==> config.mk <==
export PLATFORM = sky130hd
export DESIGN_NAME = constant_fraction_discriminator
export DESIGN_NICKNAME = d
export VERILOG_FILES = /design/src/hdl/cfd_pkg.sv /design/src/hdl/constant_fraction_discriminator.sv /design/src/hdl/cfd_ram.sv
export SDC_FILE = /design/constraint.sdc
export NUM_CORES = 2
export LEC_CHECK = 0
export BUFFER_PORTS_ARGS = -buffer_cell sky130_fd_sc_hd__buf_4
export CAP_MARGIN = 20
export CORE_UTILIZATION = 30
export CTS_BUF_LIST = sky130_fd_sc_hd__clkbuf_8
export DETAILED_ROUTE_END_ITERATION = 10
export HOLD_SLACK_MARGIN = 0.15
export PLACE_DENSITY_LB_ADDON = 0.15
export SLEW_MARGIN = 20
export SYNTH_ARGS = -nofsm -noshare
export SYNTH_HDL_FRONTEND = slang
export SYNTH_SLANG_ARGS = --single-unit
==> constraint.sdc <==
create_clock -name clk -period 12.6 [get_ports clk]
set_input_delay 2.52 -clock clk [delete_from_list [all_inputs] [get_ports clk]]
set_output_delay 2.52 -clock clk [all_outputs]
set_load 0.005 [all_outputs]
==> src/hdl/cfd_pkg.sv <==
`timescale 1ns / 1ps

package cfd_pkg;

    // configuration port
    localparam int CFG_ADDR_W = 3;
    localparam int CFG_DATA_W = 16;

    localparam logic [CFG_ADDR_W-1:0] REG_BASELINE   = 3'd0;
    localparam logic [CFG_ADDR_W-1:0] REG_FRACTION   = 3'd1;
    localparam logic [CFG_ADDR_W-1:0] REG_DELAY      = 3'd2;
    localparam logic [CFG_ADDR_W-1:0] REG_POLARITY   = 3'd3;
    localparam logic [CFG_ADDR_W-1:0] REG_THRESHOLD  = 3'd4;
    localparam logic [CFG_ADDR_W-1:0] REG_OFFSET_POS = 3'd5;
    localparam logic [CFG_ADDR_W-1:0] REG_OFFSET_NEG = 3'd6;

    // register field widths
    localparam int BASE_W   = 14;
    localparam int FRAC_W   = 16;
    localparam int DELAY_W  = 6;
    localparam int THR_W    = 14;
    localparam int OFFSET_W = 10;

    // result format
    localparam int TIME_W      = 21;
    localparam int TIME_FRAC_W = 8;
    localparam int OUT_TDATA_W = 24;

    typedef enum logic [5:0] {
        ST_IDLE   = 6'b000001,
        ST_MULT   = 6'b000010,
        ST_SUM    = 6'b000100,
        ST_DECIDE = 6'b001000,
        ST_DIV    = 6'b010000,
        ST_OUT    = 6'b100000
    } cfd_state_t;

endpackage

==> src/hdl/constant_fraction_discriminator.sv <==
`timescale 1ns / 1ps

// channel   dir  handshake                   payload
// s_axis    in   s_axis_tvalid/tready        tdata: sample; tlast: last sample of waveform
// m_axis    out  m_axis_tvalid/tready        tdata: crossing_time; tuser: found
// cfg       in   cfg_valid/cfg_ready         cfg_addr: register index; cfg_data: value
//
// a sample that forms no cfd sum goes straight back to idle, a sample that forms one passes through
// the delay line read, multiply, sum and arm/crossing decision
// a found crossing adds 8 steps of the radix-2 divider and the result load
// a last sample goes back to idle, or through the result load when it has to give the not-found result
// the result sits in an output register, so the next request is taken while it waits
// async active-low reset clears control state; the delay line needs no clearing

module constant_fraction_discriminator #(
    parameter int MAX_DELAY   = 32,
    parameter int MAX_SAMPLES = 4096,
    parameter int SAMPLE_BITS = 14
) (
    input  logic                                   clk,
    input  logic                                   rst_n,

    input  logic                                   s_axis_tvalid,
    output logic                                   s_axis_tready,
    input  logic [((SAMPLE_BITS+7)/8)*8-1:0]       s_axis_tdata,   // [SAMPLE_BITS-1:0] sample
    input  logic                                   s_axis_tlast,

    output logic                                   m_axis_tvalid,
    input  logic                                   m_axis_tready,
    output logic [cfd_pkg::OUT_TDATA_W-1:0]        m_axis_tdata,   // [20:0] crossing_time
    output logic                                   m_axis_tuser,   // [0] found

    input  logic                                   cfg_valid,
    output logic                                   cfg_ready,
    input  logic [cfd_pkg::CFG_ADDR_W-1:0]         cfg_addr,
    input  logic [cfd_pkg::CFG_DATA_W-1:0]         cfg_data
);

    import cfd_pkg::*;

    localparam int AW      = (MAX_DELAY > 1) ? $clog2(MAX_DELAY) : 1;
    localparam int IDX_W   = $clog2(MAX_SAMPLES);
    localparam int SUM_W   = SAMPLE_BITS + 18;   // sums scaled by 65536
    localparam int DIFF_W  = SUM_W + 1;
    localparam int REM_W   = DIFF_W + 1;
    localparam int DS_W    = SAMPLE_BITS + 1;    // sample minus baseline
    localparam int CMP_W   = 48;

    // configuration registers
    logic [BASE_W-1:0]   baseline_reg;
    logic [FRAC_W-1:0]   fraction_reg;
    logic [DELAY_W-1:0]  delay_reg;
    logic                polarity_reg;
    logic [THR_W-1:0]    threshold_reg;
    logic [OFFSET_W-1:0] offset_pos_reg;
    logic [OFFSET_W-1:0] offset_neg_reg;

    // control state
    cfd_state_t                 state_reg;
    logic [IDX_W-1:0]           sample_index_reg;
    logic [AW-1:0]              wp_reg;
    logic                       armed_reg;
    logic                       reported_reg;
    logic signed [SUM_W-1:0]    prev_sum_reg;
    logic                       hit_reg;
    logic [2:0]                 cnt_reg;
    logic                       out_valid_reg;

    // datapath registers
    logic [SAMPLE_BITS-1:0]     smp_reg;
    logic [IDX_W-1:0]           tidx_reg;
    logic signed [DS_W-1:0]     dhi_reg;
    logic signed [SUM_W-1:0]    prod_reg;
    logic signed [SUM_W-1:0]    s_reg;
    logic [REM_W-1:0]           rem_reg;
    logic [DIFF_W-1:0]          den_reg;
    logic [TIME_FRAC_W-1:0]     q_reg;
    logic                       sat_reg;
    logic                       zero_reg;
    logic                       out_found_reg;
    logic [TIME_W-1:0]          out_time_reg;

    // delay line port
    logic [SAMPLE_BITS-1:0]     ram_rdata;
    logic [AW-1:0]              ram_raddr;
    logic                       ram_we;

    logic                       in_req;
    logic                       out_load;
    logic [SAMPLE_BITS-1:0]     in_sample;
    logic [SAMPLE_BITS-1:0]     base_s;
    logic                       delay_ok;
    logic                       sum_on;
    logic [31:0]                rd32;
    logic [AW-1:0]              wp_inc;

    logic signed [DS_W-1:0]     dsmp;
    logic signed [DS_W-1:0]     ddir;
    logic signed [SUM_W-1:0]    prod_next;
    logic signed [SUM_W-1:0]    s_next;

    logic signed [CMP_W-1:0]    s48;
    logic signed [CMP_W-1:0]    thr48;
    logic                       arm_now;
    logic                       armed_next;
    logic                       hit_now;
    logic [SUM_W-1:0]           num_abs;
    logic signed [DIFF_W-1:0]   diff;
    logic [DIFF_W-1:0]          den_abs;

    logic [REM_W-1:0]           rem2;
    logic                       step_ge;
    logic [TIME_FRAC_W-1:0]     frac8;
    logic [OFFSET_W-1:0]        off_sel;
    logic [31:0]                time32;

    assign in_sample     = s_axis_tdata[SAMPLE_BITS-1:0];
    assign s_axis_tready = (state_reg == ST_IDLE);
    assign cfg_ready     = (state_reg == ST_IDLE);
    assign in_req        = s_axis_tvalid && s_axis_tready;
    assign out_load      = (state_reg == ST_OUT) && (!out_valid_reg || m_axis_tready);

    // baseline masked to the sample width
    assign base_s = SAMPLE_BITS'(32'(baseline_reg) & ((32'd1 << SAMPLE_BITS) - 32'd1));

    assign delay_ok = (delay_reg != '0) && (32'(delay_reg) <= MAX_DELAY);
    assign sum_on   = !reported_reg && (fraction_reg != '0) && delay_ok
                      && (32'(sample_index_reg) >= 32'(delay_reg) + 32'd1);

    // ring entry written cfd_delay samples ago
    assign rd32 = (32'(wp_reg) >= 32'(delay_reg))
                  ? 32'(wp_reg) - 32'(delay_reg)
                  : 32'(wp_reg) + MAX_DELAY - 32'(delay_reg);
    assign ram_raddr = AW'(rd32);
    assign wp_inc    = (32'(wp_reg) == MAX_DELAY - 1) ? '0 : wp_reg + AW'(1);
    assign ram_we    = in_req && !s_axis_tlast;

    cfd_ram #(
        .WIDTH (SAMPLE_BITS),
        .DEPTH (MAX_DELAY)
    ) u_delay_line (
        .clk   (clk),
        .we    (ram_we),
        .waddr (wp_reg),
        .wdata (in_sample),
        .re    (in_req),
        .raddr (ram_raddr),
        .rdata (ram_rdata)
    );

    // S = 65536*(direct - base) - f*(sample - base)
    assign dsmp      = $signed({1'b0, smp_reg}) - $signed({1'b0, base_s});
    assign ddir      = $signed({1'b0, ram_rdata}) - $signed({1'b0, base_s});
    assign prod_next = SUM_W'($signed({1'b0, fraction_reg})) * SUM_W'(dsmp);
    assign s_next    = $signed({dhi_reg[DS_W-1], dhi_reg, 16'b0}) - prod_reg;

    // arming and crossing
    assign s48   = CMP_W'(s_reg);
    assign thr48 = $signed(CMP_W'({threshold_reg, 16'b0}));
    always_comb
    begin
        if (polarity_reg)
        begin
            arm_now = !armed_reg && (s48 < -thr48);
        end
        else
        begin
            arm_now = !armed_reg && (s48 > thr48);
        end
        armed_next = armed_reg || arm_now;
        hit_now    = armed_next && (polarity_reg ? (s_reg > 0) : (s_reg < 0));
    end

    assign num_abs = prev_sum_reg[SUM_W-1] ? SUM_W'(-prev_sum_reg) : SUM_W'(prev_sum_reg);
    assign diff    = DIFF_W'(s_reg) - DIFF_W'(prev_sum_reg);
    assign den_abs = diff[DIFF_W-1] ? DIFF_W'(-diff) : DIFF_W'(diff);

    // one quotient bit per cycle
    assign rem2    = {rem_reg[REM_W-2:0], 1'b0};
    assign step_ge = (rem2 >= REM_W'(den_reg));

    assign frac8   = zero_reg ? '0 : (sat_reg ? '1 : q_reg);
    assign off_sel = polarity_reg ? offset_pos_reg : offset_neg_reg;
    assign time32  = (32'(tidx_reg) << TIME_FRAC_W) + 32'(frac8)
                     - (32'(off_sel) << TIME_FRAC_W);

    // configuration
    always_ff @(posedge clk or negedge rst_n)
    begin
        if (!rst_n)
        begin
            baseline_reg   <= '0;
            fraction_reg   <= 16'd32768;
            delay_reg      <= 6'd4;
            polarity_reg   <= 1'b1;
            threshold_reg  <= 14'd10;
            offset_pos_reg <= '0;
            offset_neg_reg <= '0;
        end
        else if (cfg_valid && cfg_ready)
        begin
            case (cfg_addr)
                REG_BASELINE:   baseline_reg   <= cfg_data[BASE_W-1:0];
                REG_FRACTION:   fraction_reg   <= cfg_data[FRAC_W-1:0];
                REG_DELAY:      delay_reg      <= cfg_data[DELAY_W-1:0];
                REG_POLARITY:   polarity_reg   <= cfg_data[0];
                REG_THRESHOLD:  threshold_reg  <= cfg_data[THR_W-1:0];
                REG_OFFSET_POS: offset_pos_reg <= cfg_data[OFFSET_W-1:0];
                REG_OFFSET_NEG: offset_neg_reg <= cfg_data[OFFSET_W-1:0];
                default: ;
            endcase
        end
    end

    // sequencer and waveform state
    always_ff @(posedge clk or negedge rst_n)
    begin
        if (!rst_n)
        begin
            state_reg        <= ST_IDLE;
            sample_index_reg <= '0;
            wp_reg           <= '0;
            armed_reg        <= 1'b0;
            reported_reg     <= 1'b0;
            prev_sum_reg     <= '0;
            hit_reg          <= 1'b0;
            cnt_reg          <= '0;
            out_valid_reg    <= 1'b0;
        end
        else
        begin
            if (out_load)
            begin
                out_valid_reg <= 1'b1;
            end
            else if (m_axis_tready)
            begin
                out_valid_reg <= 1'b0;
            end

            case (state_reg)
                ST_IDLE:
                begin
                    if (in_req)
                    begin
                        if (s_axis_tlast)
                        begin
                            // end of waveform
                            sample_index_reg <= '0;
                            armed_reg        <= 1'b0;
                            prev_sum_reg     <= '0;
                            reported_reg     <= 1'b0;
                            hit_reg          <= 1'b0;
                            state_reg        <= reported_reg ? ST_IDLE : ST_OUT;
                        end
                        else
                        begin
                            wp_reg <= wp_inc;
                            if (sample_index_reg != IDX_W'(MAX_SAMPLES - 1))
                            begin
                                sample_index_reg <= sample_index_reg + IDX_W'(1);
                            end
                            state_reg <= sum_on ? ST_MULT : ST_IDLE;
                        end
                    end
                end
                ST_MULT:
                begin
                    state_reg <= ST_SUM;
                end
                ST_SUM:
                begin
                    state_reg <= ST_DECIDE;
                end
                ST_DECIDE:
                begin
                    armed_reg    <= armed_next;
                    prev_sum_reg <= s_reg;
                    if (hit_now)
                    begin
                        reported_reg <= 1'b1;
                        hit_reg      <= 1'b1;
                        cnt_reg      <= '0;
                        state_reg    <= ST_DIV;
                    end
                    else
                    begin
                        state_reg <= ST_IDLE;
                    end
                end
                ST_DIV:
                begin
                    cnt_reg <= cnt_reg + 3'd1;
                    if (cnt_reg == 3'd7)
                    begin
                        state_reg <= ST_OUT;
                    end
                end
                ST_OUT:
                begin
                    if (out_load)
                    begin
                        state_reg <= ST_IDLE;
                    end
                end
                default:
                begin
                    state_reg <= ST_IDLE;
                end
            endcase
        end
    end

    // datapath
    always_ff @(posedge clk)
    begin
        if (in_req)
        begin
            smp_reg  <= in_sample;
            tidx_reg <= IDX_W'(32'(sample_index_reg) - 32'(delay_reg));
        end
        if (state_reg == ST_MULT)
        begin
            dhi_reg  <= ddir;
            prod_reg <= prod_next;
        end
        if (state_reg == ST_SUM)
        begin
            s_reg <= s_next;
        end
        if (state_reg == ST_DECIDE)
        begin
            rem_reg <= REM_W'(num_abs);
            den_reg <= den_abs;
            q_reg   <= '0;
        end
        if (state_reg == ST_DIV)
        begin
            if (cnt_reg == 3'd0)
            begin
                // quotient of 256 or more saturates, zero spread gives zero
                sat_reg  <= (rem_reg >= REM_W'(den_reg));
                zero_reg <= (den_reg == '0);
            end
            rem_reg <= step_ge ? rem2 - REM_W'(den_reg) : rem2;
            q_reg   <= {q_reg[TIME_FRAC_W-2:0], step_ge};
        end
        if (out_load)
        begin
            out_found_reg <= hit_reg;
            out_time_reg  <= hit_reg ? time32[TIME_W-1:0] : '0;
        end
    end

    assign m_axis_tvalid = out_valid_reg;
    assign m_axis_tuser  = out_found_reg;
    assign m_axis_tdata  = {{(OUT_TDATA_W - TIME_W){1'b0}}, out_time_reg};

    // a crossing is only reported after arming
    a_report_needs_arm: assert property (@(posedge clk) disable iff (!rst_n)
        reported_reg |-> armed_reg)
        else $error("crossing reported while not armed");

    // a not-found result carries a zero time
    a_notfound_zero: assert property (@(posedge clk) disable iff (!rst_n)
        (m_axis_tvalid && !m_axis_tuser) |-> (m_axis_tdata == '0))
        else $error("not-found result with nonzero time");

    // last sample clears the waveform state
    a_last_clears: assert property (@(posedge clk) disable iff (!rst_n)
        (in_req && s_axis_tlast) |=> (sample_index_reg == '0 && !armed_reg && !reported_reg))
        else $error("waveform state not cleared by last sample");

    // the divider runs exactly eight steps
    a_div_length: assert property (@(posedge clk) disable iff (!rst_n)
        (state_reg == ST_DIV && cnt_reg == 3'd7) |=> (state_reg == ST_OUT))
        else $error("divider did not finish after eight steps");

    // no request is taken while a sample is in flight
    a_one_in_flight: assert property (@(posedge clk) disable iff (!rst_n)
        (in_req && !s_axis_tlast && sum_on) |=> (state_reg == ST_MULT && !s_axis_tready))
        else $error("sample pipeline overlap");

endmodule

==> src/hdl/cfd_ram.sv <==
`timescale 1ns / 1ps

module cfd_ram #(
    parameter int WIDTH = 14,
    parameter int DEPTH = 32
) (
    input  logic                                      clk,
    input  logic                                      we,
    input  logic [(DEPTH > 1 ? $clog2(DEPTH) : 1)-1:0] waddr,
    input  logic [WIDTH-1:0]                          wdata,
    input  logic                                      re,
    input  logic [(DEPTH > 1 ? $clog2(DEPTH) : 1)-1:0] raddr,
    output logic [WIDTH-1:0]                          rdata
);

    logic [WIDTH-1:0] mem [DEPTH];

    // read-first: a read of the entry being written returns the old word
    always_ff @(posedge clk)
    begin
        if (we)
        begin
            mem[waddr] <= wdata;
        end
        if (re)
        begin
            rdata <= mem[raddr];
        end
    end

endmodule

==> flow_metrics.py <==
metrics = {
    "sta": {
        "setup_ws_ns": 3.26,
        "max_freq_mhz": 107,
        "setup_violations": 0,
        "hold_viol_final": 0,
        "finalSetupTns_ns": 0,
        "worst_slew_pin_slew_ns": 1.06,
        "slew-limit-headroom": 0.292,
        "finalCriticalPeriod_ns": 9.34,
        "fin_crit_sh": 0.741,
        "fin_skew_ns": 0.0447,
        "slew_violations": 0,
        "rsz0062_at_grt": "false",
    },
    "clock_tree": {
        "cts_sinks": 798,
        "clock_latency_ns": 0.88,
        "htreeDepth": 4,
        "cts_setup_buffers": 0,
        "cts_made_buffers": 148,
        "cts_max_path_buffers": 3,
        "holdBufCountCts": 0,
        "tritoncts": "yes",
        "cts_root_buf": "clkbuf_8",
        "post_cts_resized": 0,
        "path_clk_slew_ns": 0.07,
    },
    "yosys": {
        "synth_top_cells_by_area": "edfxtp_1 (42%), ha_1 (8.9%), fa_1 (7.8%)",
        "synth-xor-area-share": 0.0414,
        "yosysTopAreaCell": "edfxtp_1",
        "synth_cell_type_count": 86,
        "synth_top_family_by_area": "adder cells",
        "synth_fa_ha_area_frac": 0.166,
        "netlist_instances": 3866,
        "yosys.area.top_type_share": 0.416,
        "synth_seq_cells": 798,
        "ys.flop_type": "edfxtp_1",
        "netlist_area_um2": 48100,
        "synth_common_cells": "edfxtp_1 (666), inv_1 (400), ha_1 (340)",
        "synth_mux_area_frac": 0.0855,
        "yosysMostFrequentCell": "edfxtp_1",
        "synthSimpleGateAreaFrac": 0.101,
        "yosysWarnings": 0,
        "synth-edff-count": 666,
        "synth_compound_area_frac": 0.0788,
        "postSynthAreaPerCell_um2": 12.4,
        "async_flop_share": 0.165,
        "ys_seq_area_frac": 0.485,
    },
    "drt": {
        "ant_nets": 0,
        "firstDrtPassIters": 5,
        "vias_per_cell": 4.82,
        "routed_wl_um": 128000,
        "wl_per_cell_um": 20.6,
        "num_vias": 30000,
        "drc": 0,
        "drt_iter0_drc": 1446,
    },
    "floorplan": {
        "fp.coreArea_um2": 159000,
        "initial_core_util": 0.303,
        "dieArea_um2": 162000,
        "rows": 146,
        "dieHeight_um": 402,
        "die_w_um": 402,
        "io_pins": 69,
    },
    "setup_path": {
        "crit_path_max_fanout": 16,
        "crit_family": "adder cells",
        "cp-start-kind": "flip-flop",
        "timing.rr.start": "base_s[1]",
        "worstSetupEndpointType": "flip-flop",
        "cp_common_cell": "fa_1",
        "crit_slowest_cell": "fa_1",
        "r2r-end": "prod_reg[31]",
        "critPathRequiredTime_ns": 13.24,
        "critical_path_buf_inv_count": 5,
        "reg2reg_depth": 33,
        "path_class": "flip-flop to flip-flop",
        "crit_path_max_incr_delay_ns": 0.55,
        "worst_ep_arrival_time_ns": 9.97,
        "r2r_setup_slack_ns": 3.26,
    },
    "place": {
        "place.gp.congestion": 0.801,
        "dp_hpwl_um": 91400,
        "dpl.cell_count": 5944,
        "placed_cell_area_um2": 51300,
        "portBuffers": 63,
        "dp_slack_ns": 3.25,
    },
    "final_layout": {
        "area_growth_pct": 12.7,
        "largest_reg_flops": 448,
        "layout.cells.non_filler": 6218,
        "drive_gt1_frac": 0.149,
        "stdcell_area_um2": 54100,
        "num-nets-final": 4590,
    },
    "global_routing": {
        "grt_pass1_vias": 31000,
        "gr-total-overflow": 0,
        "antenna_found_initial": 8,
        "grtUsageTotal": 0.159,
        "grt_max_degree": 74,
        "grt_pass1_wl_um": 195000,
    },
    "hold_path": {
        "hold_path.class": "flip-flop to flip-flop",
        "holdPathEnd": "offset_pos_reg[8]",
        "min_delay_path_depth": 1,
        "hold_start": "offset_pos_reg[8]",
    },
    "run": {
        "max_cap_viol_count": 0,
    },
    "run_status": {
        "outcome": "finished, final reports clean",
    },
}
## cell families (layout without fill, tap and decap cells)
family                   Yosys count  count (layout)
buffers and inverters            526             800
multiplexers                     227             227
AND/OR/NAND/NOR                  985             985
other                              1               7
AO/OA/AOI/OAI                    575             575
adder cells (fa/ha/maj)          527             527
XOR/XNOR                         227             227
flip-flops                       798             798
## how the worst max path moves through the flow
stage | from | end | slack, ns | cells past startpoint
6_report | base_s[1] | prod_reg[31] | 3.26 | 33
4_1_cts | base_s[1] | prod_reg[31] | 3.27 | 33
5_1_grt | base_s[1] | prod_reg[31] | 2.46 | 33
2_1_floorplan | base_s[1] | prod_reg[31] | 4.38 | 33
3_3_place_gp | smp_reg[0] | prod_reg[31] | 3.25 | 34
3_5_place_dp | smp_reg[0] | prod_reg[31] | 3.25 | 34
## per-layer routing
layer	track usage	routed length, um	vias up
li1	-	-	14300
met1	0.213	58600	15100
met2	0.264	62000	454
met3	0.0281	4930	167
met4	0.0402	2340	8
met5	0	46	-
## area by class of cell
cell class	count	area [um^2]
tap	2072	2590
inverter	401	1510
clock buffer	157	2160
timing repair buffer	129	972
fill	15700	105000
antenna	4	10.0
sequential	798	23300
multi-input combinational	2544	22900
clock inverter	113	693
## per-stage QoR
stage / utilization / hold slack, ns
CTS: 0.341 / 0.508
floorplan: - / 0.459
detailed placement: 0.323 / 0.495
finish: 0.341 / 0.504
global route: 0.341 / 0.524
global placement: 0.323 / 0.490
## cells in the final DEF, fill, tap and decap left out, types with 37 or more instances in the layout
cell and instances:
and2_1 104, nand2_1 286, nand2b_1 44, nor2_1 213, xnor2_1 158, mux2_2 68
nor3_1 62, a21o_1 75, dfrtp_1 126, xor2_1 67, fa_1 186, nor2b_1 44
ha_1 339, nor4_1 37, a21oi_1 135, o21ai_0 120, clkbuf_8 157, buf_4 128
o31ai_1 49, edfxtp_1 666, inv_1 441, mux4_2 140
Power is not shown: default switching activity piles up to over one toggle a cycle in this logic, so the estimate is an artifact.
